### config.mk
export PLATFORM = sky130hd
export DESIGN_NAME = lc3b_ctrl
export DESIGN_NICKNAME = d
export VERILOG_FILES = /design/src/rtl/core/lc3b_pkg.sv /design/src/rtl/core/lc3b_ctrl.sv
export SDC_FILE = /design/constraint.sdc
export NUM_CORES = 1
export LEC_CHECK = 0
export BUFFER_PORTS_ARGS = -buffer_cell sky130_fd_sc_hd__clkbuf_2
export CORE_AREA = 2 2 39 41
export CTS_CLUSTER_SIZE = 14
export DETAILED_ROUTE_END_ITERATION = 10
export DIE_AREA = 0 0 41 43
export SYNTH_ARGS = -nofsm -noshare
export SYNTH_HDL_FRONTEND = slang
export SYNTH_SLANG_ARGS = --single-unit
### constraint.sdc
create_clock -name clock -period 1.6 [get_ports clock]
set_clock_uncertainty 0.1 [all_clocks]
set_input_delay 0.16 -clock clock [delete_from_list [all_inputs] [get_ports clock]]
set_output_delay 0.16 -clock clock [all_outputs]
set_load 0.01 [all_outputs]
### src/rtl/core/lc3b_pkg.sv
// Package for the LC-3b instruction execute block: opcodes, commands, helpers.
// No dependencies.
`default_nettype none
package lc3b_pkg;
   localparam int MemWordsDefault = 32768;
   localparam int DataW = 16;

   typedef enum logic [3:0] {
      OPC_BR = 4'd0, OPC_ADD = 4'd1, OPC_LDB = 4'd2, OPC_STB = 4'd3,
      OPC_JSR = 4'd4, OPC_AND = 4'd5, OPC_LDW = 4'd6, OPC_STW = 4'd7,
      OPC_RTI = 4'd8, OPC_XOR = 4'd9, OPC_U10 = 4'd10, OPC_U11 = 4'd11,
      OPC_JMP = 4'd12, OPC_SHF = 4'd13, OPC_LEA = 4'd14, OPC_TRAP = 4'd15
   } opcode_type;

   // controller to datapath commands
   typedef struct packed {
      logic       clear_step;   // write zero at clear address
      logic       take_item;    // latch input item
      logic       fetch;        // memory read at PC, or preload write at load address
      logic       execute;      // decode and run (first half)
      logic       finish;       // second memory access + commit
   } cmd_type;

   typedef struct packed {
      logic clear_done;
      logic item_is_exec;
   } status_type;

   function automatic logic [15:0] sext5(input logic [15:0] v);
      sext5 = {{11{v[4]}}, v[4:0]};
   endfunction
   function automatic logic [15:0] sext6(input logic [15:0] v);
      sext6 = {{10{v[5]}}, v[5:0]};
   endfunction
   function automatic logic [15:0] sext9(input logic [15:0] v);
      sext9 = {{7{v[8]}}, v[8:0]};
   endfunction
   function automatic logic [15:0] sext11(input logic [15:0] v);
      sext11 = {{5{v[10]}}, v[10:0]};
   endfunction
endpackage
`default_nettype wire

### src/rtl/core/lc3b_ctrl.sv
// Sequencer for the LC-3b block: clearing pass, item intake, fetch, execute, finish.
// Depends on lc3b_pkg.
`default_nettype none
module lc3b_ctrl (
   input  wire logic                   clock,
   input  wire logic                   reset,
   input  wire logic                   req_valid,
   output logic                        req_ready,
   input  wire logic                   out_free,
   input  wire lc3b_pkg::status_type   status,
   output lc3b_pkg::cmd_type           cmd
);
   typedef enum logic [2:0] {
      S_CLEAR, S_IDLE, S_FETCH, S_EXEC, S_FINISH
   } state_type;

   state_type state_ff, state_in;

   // next state
   always_comb begin
      state_in = state_ff;
      unique case (state_ff)
         S_CLEAR: if (status.clear_done) state_in = S_IDLE;
         S_IDLE: if (req_valid && out_free) state_in = S_FETCH;
         S_FETCH: state_in = status.item_is_exec ? S_EXEC : S_FINISH;
         S_EXEC: state_in = S_FINISH;
         S_FINISH: state_in = S_IDLE;
         default: state_in = S_IDLE;
      endcase
   end

   always_ff @(posedge clock) begin
      if (reset) state_ff <= S_CLEAR;
      else state_ff <= state_in;
   end

   assign req_ready = (state_ff == S_IDLE) && out_free;

   always_comb begin
      cmd = '0;
      cmd.clear_step = (state_ff == S_CLEAR);
      cmd.take_item  = req_ready && req_valid;
      cmd.fetch      = (state_ff == S_FETCH);
      cmd.execute    = (state_ff == S_EXEC);
      cmd.finish     = (state_ff == S_FINISH);
   end
endmodule
`default_nettype wire

==> metrics.cfg <==
[run]
drv_cap = 0

[logic_synthesis]
synthDominantCellAreaShare = 0.340
synth_cells = 19
asyncSetResetFlopFracSynth = 0
yosysTopAreaCell = dfxtp_1
postSynthNetCount = 25
post_synth.cell_area_avg_um2 = 9.29
synth_cell_types = 14
yosys_warning_total = 0
synth.ff_latch_count = 3
synth_top_cells_by_count = 3 x a21oi_1, 3 x dfxtp_1, 2 x inv_1
number_of_flops_mapped_to_enable_cells_by_yosys = 0
synthesis.area_um2 = 176
yosys-top-cells-area = dfxtp_1 34%, a21oi_1 8.5%, a22oi_2 7.1%, and4bb_1 7.1%, nor3b_2 7.1%
synth-seq-area-share = 0.340
ys.flop_type = dfxtp_1

[floorplanning]
die_footprint_um2 = 1760
chipWidth_um = 41
core_area_um2 = 1380
start_util = 0.127
ios = 12
dieHeight_um = 43
placement_rows = 14

[clock_network]
clk_pin_slew_ps = 40
tritoncts = yes
clockRootBuffer = clkbuf_4
holdBufCountCts = 0
cts_resized = 0
cts_htree_levels = 1
clock_path_buffers = 2
source_to_sink_clock_delay_at_the_later_pin_of_the_worst_skew_pair_ps = 230
clock_sink_total = 3
post_cts.repair.setup_buffers = 0
cts_inserted_buffers = 3

[placed_design]
post-place-ws_ps = 388
port_buffers = 11
hpwl_um = 341
gp_congestion = 0.594

[worst_setup_path]
timing.reg2reg.worst_path_depth = 3
critical_path_source_type = register
critPathMaxFanout = 8
reg2reg_from = state_ff[1]$_SDFFE_PP0P_
worst_path_arrival_ps = 1200
critical_path.endpoint_type = output port
slowest_delay_ps = 420
timing_worst_setup_path_type = register to output port
timing.critical_path.slowest_stage_cell = dfxtp_1
worstPathCellList = and4bb_1 -> and2_1 -> clkbuf_2
worst-endpoint-required_ps = 1340
timing.critical_path.from = state_ff[1]$_SDFFE_PP0P_

[detailed_routing]
drt_drc_violations_left = 0
dr_total_vias = 191
route.final.wire_length_um = 411
iteration_0_drc_count_of_the_detailed_router = 0
mean_routed_wirelength_per_cell_um = 8.22
pre_repair_dr_iteration_count = 1
antenna_viol_nets_final = 0
vias_per_cell = 3.82

[pwr]
power.ir.vdd_worst_uv = 156
clock_power_share = 0.524
power.share.switching = 0.242
comb_power_share = 0.139
pwr-share-seq = 0.337
pwr_density_cell_nw_per_um2 = 900
p_int_w = 0.000190
p_switching_w = 0.0000605
power_leakage_nw = 0.147

[timing]
tightest_slew_ps = 223
maxSlewHeadroom = 0.850
fmax_ghz = 0.685
layout_worst_path_cycle_share = 0.913
finalMaxSlewViolations = 0
grt_setup_unrepaired = false
final_hold_viol_count = 0
setup_viol = 0
final.setup.tns_ps = 0
layout_setup_ws_ps = 139
finalCriticalPeriod_ps = 1460

[final_layout]
final_layout_size_suffix_gt1_frac = 0.500
synthToLayoutAreaGrowth_pct = 57.4
num_antenna_cells = 0
reg.largest.list = state_ff: 3 flops
registers.top_by_ff_count = state_ff
design.final.nets = 41
largest_register_ffs = 3

[global_routing]
number_of_antenna_violations_at_the_first_check_in_global_routing = 0
grt_pass1_vias = 188
gr-total-overflow = 0
grt_pass1_wl_um = 614
global_route.usage.total = 0.0562
largest_net_degree_at_the_start_of_global_routing = 9

[outcome]
outcome = complete, no violations

[min_path]
hold_depth = 2
hold_path.startpoint = reset
holdCritPathClass = input pin to register

[stage by stage]
step,power (W),cells,hold WS [ps],util,instance area [um^2]
global placement,0.000121,46,275,0.182,251
finish,0.000250,50,31.0,0.201,278
global route,0.000267,50,36.0,0.201,278
detailed placement,0.000121,46,275,0.182,251
floorplan,0.000103,19,127,-,176
CTS,0.000261,50,24.5,0.201,278
[cell families after synthesis]
| logic type | Yosys count | share of synthesized area |
|---|---|---|
| and+or+nand+nor | 8 | 0.355 |
| AOI/OAI and AO/OA | 6 | 0.262 |
| DFF | 3 | 0.340 |
| buffers and inverters | 2 | 0.0426 |
[cell type report]
| class | instances | area [um^2] |
|---|---|---|
| Timing Repair Buffer | 11 | 55.1 |
| Multi-Input combinational cell | 14 | 109 |
| Clock buffer | 4 | 26.3 |
| Inverter | 2 | 7.51 |
| Fill cell | 159 | 1110 |
| Tap cell | 16 | 20.0 |
| Sequential cell | 3 | 60.1 |
[final timing paths]
path / to / slack [ps]
worst min-delay path: state_ff[1]$_SDFFE_PP0P_ / 30
worst min register to register: state_ff[2]$_SDFFE_PP0P_ / 430
worst max register to register: state_ff[1]$_SDFFE_PP0P_ / 520
worst max-delay path: cmd[3] / 140
[per-layer routing]
metal	part of all wire	GRT usage	up-vias
li1	-	-	100
met1	0.31	0.0482	85
met2	0.57	0.0813	6
met3	0.12	0.0314	0
met4	0	0.0600	0
met5	0	0	-
[layout by cell type (no fill, tap or decap), types with 2 or more instances in the layout]
| cell type | count |
|---|---|
| inv_1 | 2 |
| dfxtp_1 | 3 |
| a21oi_1 | 3 |
| clkbuf_2 | 11 |
| clkbuf_4 | 3 |
[power groups by stage]
stage	Combinational [W]	Sequential, W	Clock (W)
finish	0.0000347	0.0000843	0.000131
CTS	0.0000356	0.0000843	0.000141
global route	0.0000390	0.0000855	0.000143
global placement	0.0000350	0.0000856	0
detailed placement	0.0000355	0.0000855	0
floorplan	0.0000190	0.0000844	0
[critical path: cells and delay by family, from the launching register on]
family / cells / cell delay, ps
AND/OR/NAND/NOR: 2 / 430
flip-flops: 1 / 420
buffers and inverters: 1 / 120
Power figures use the tool's default switching activity.
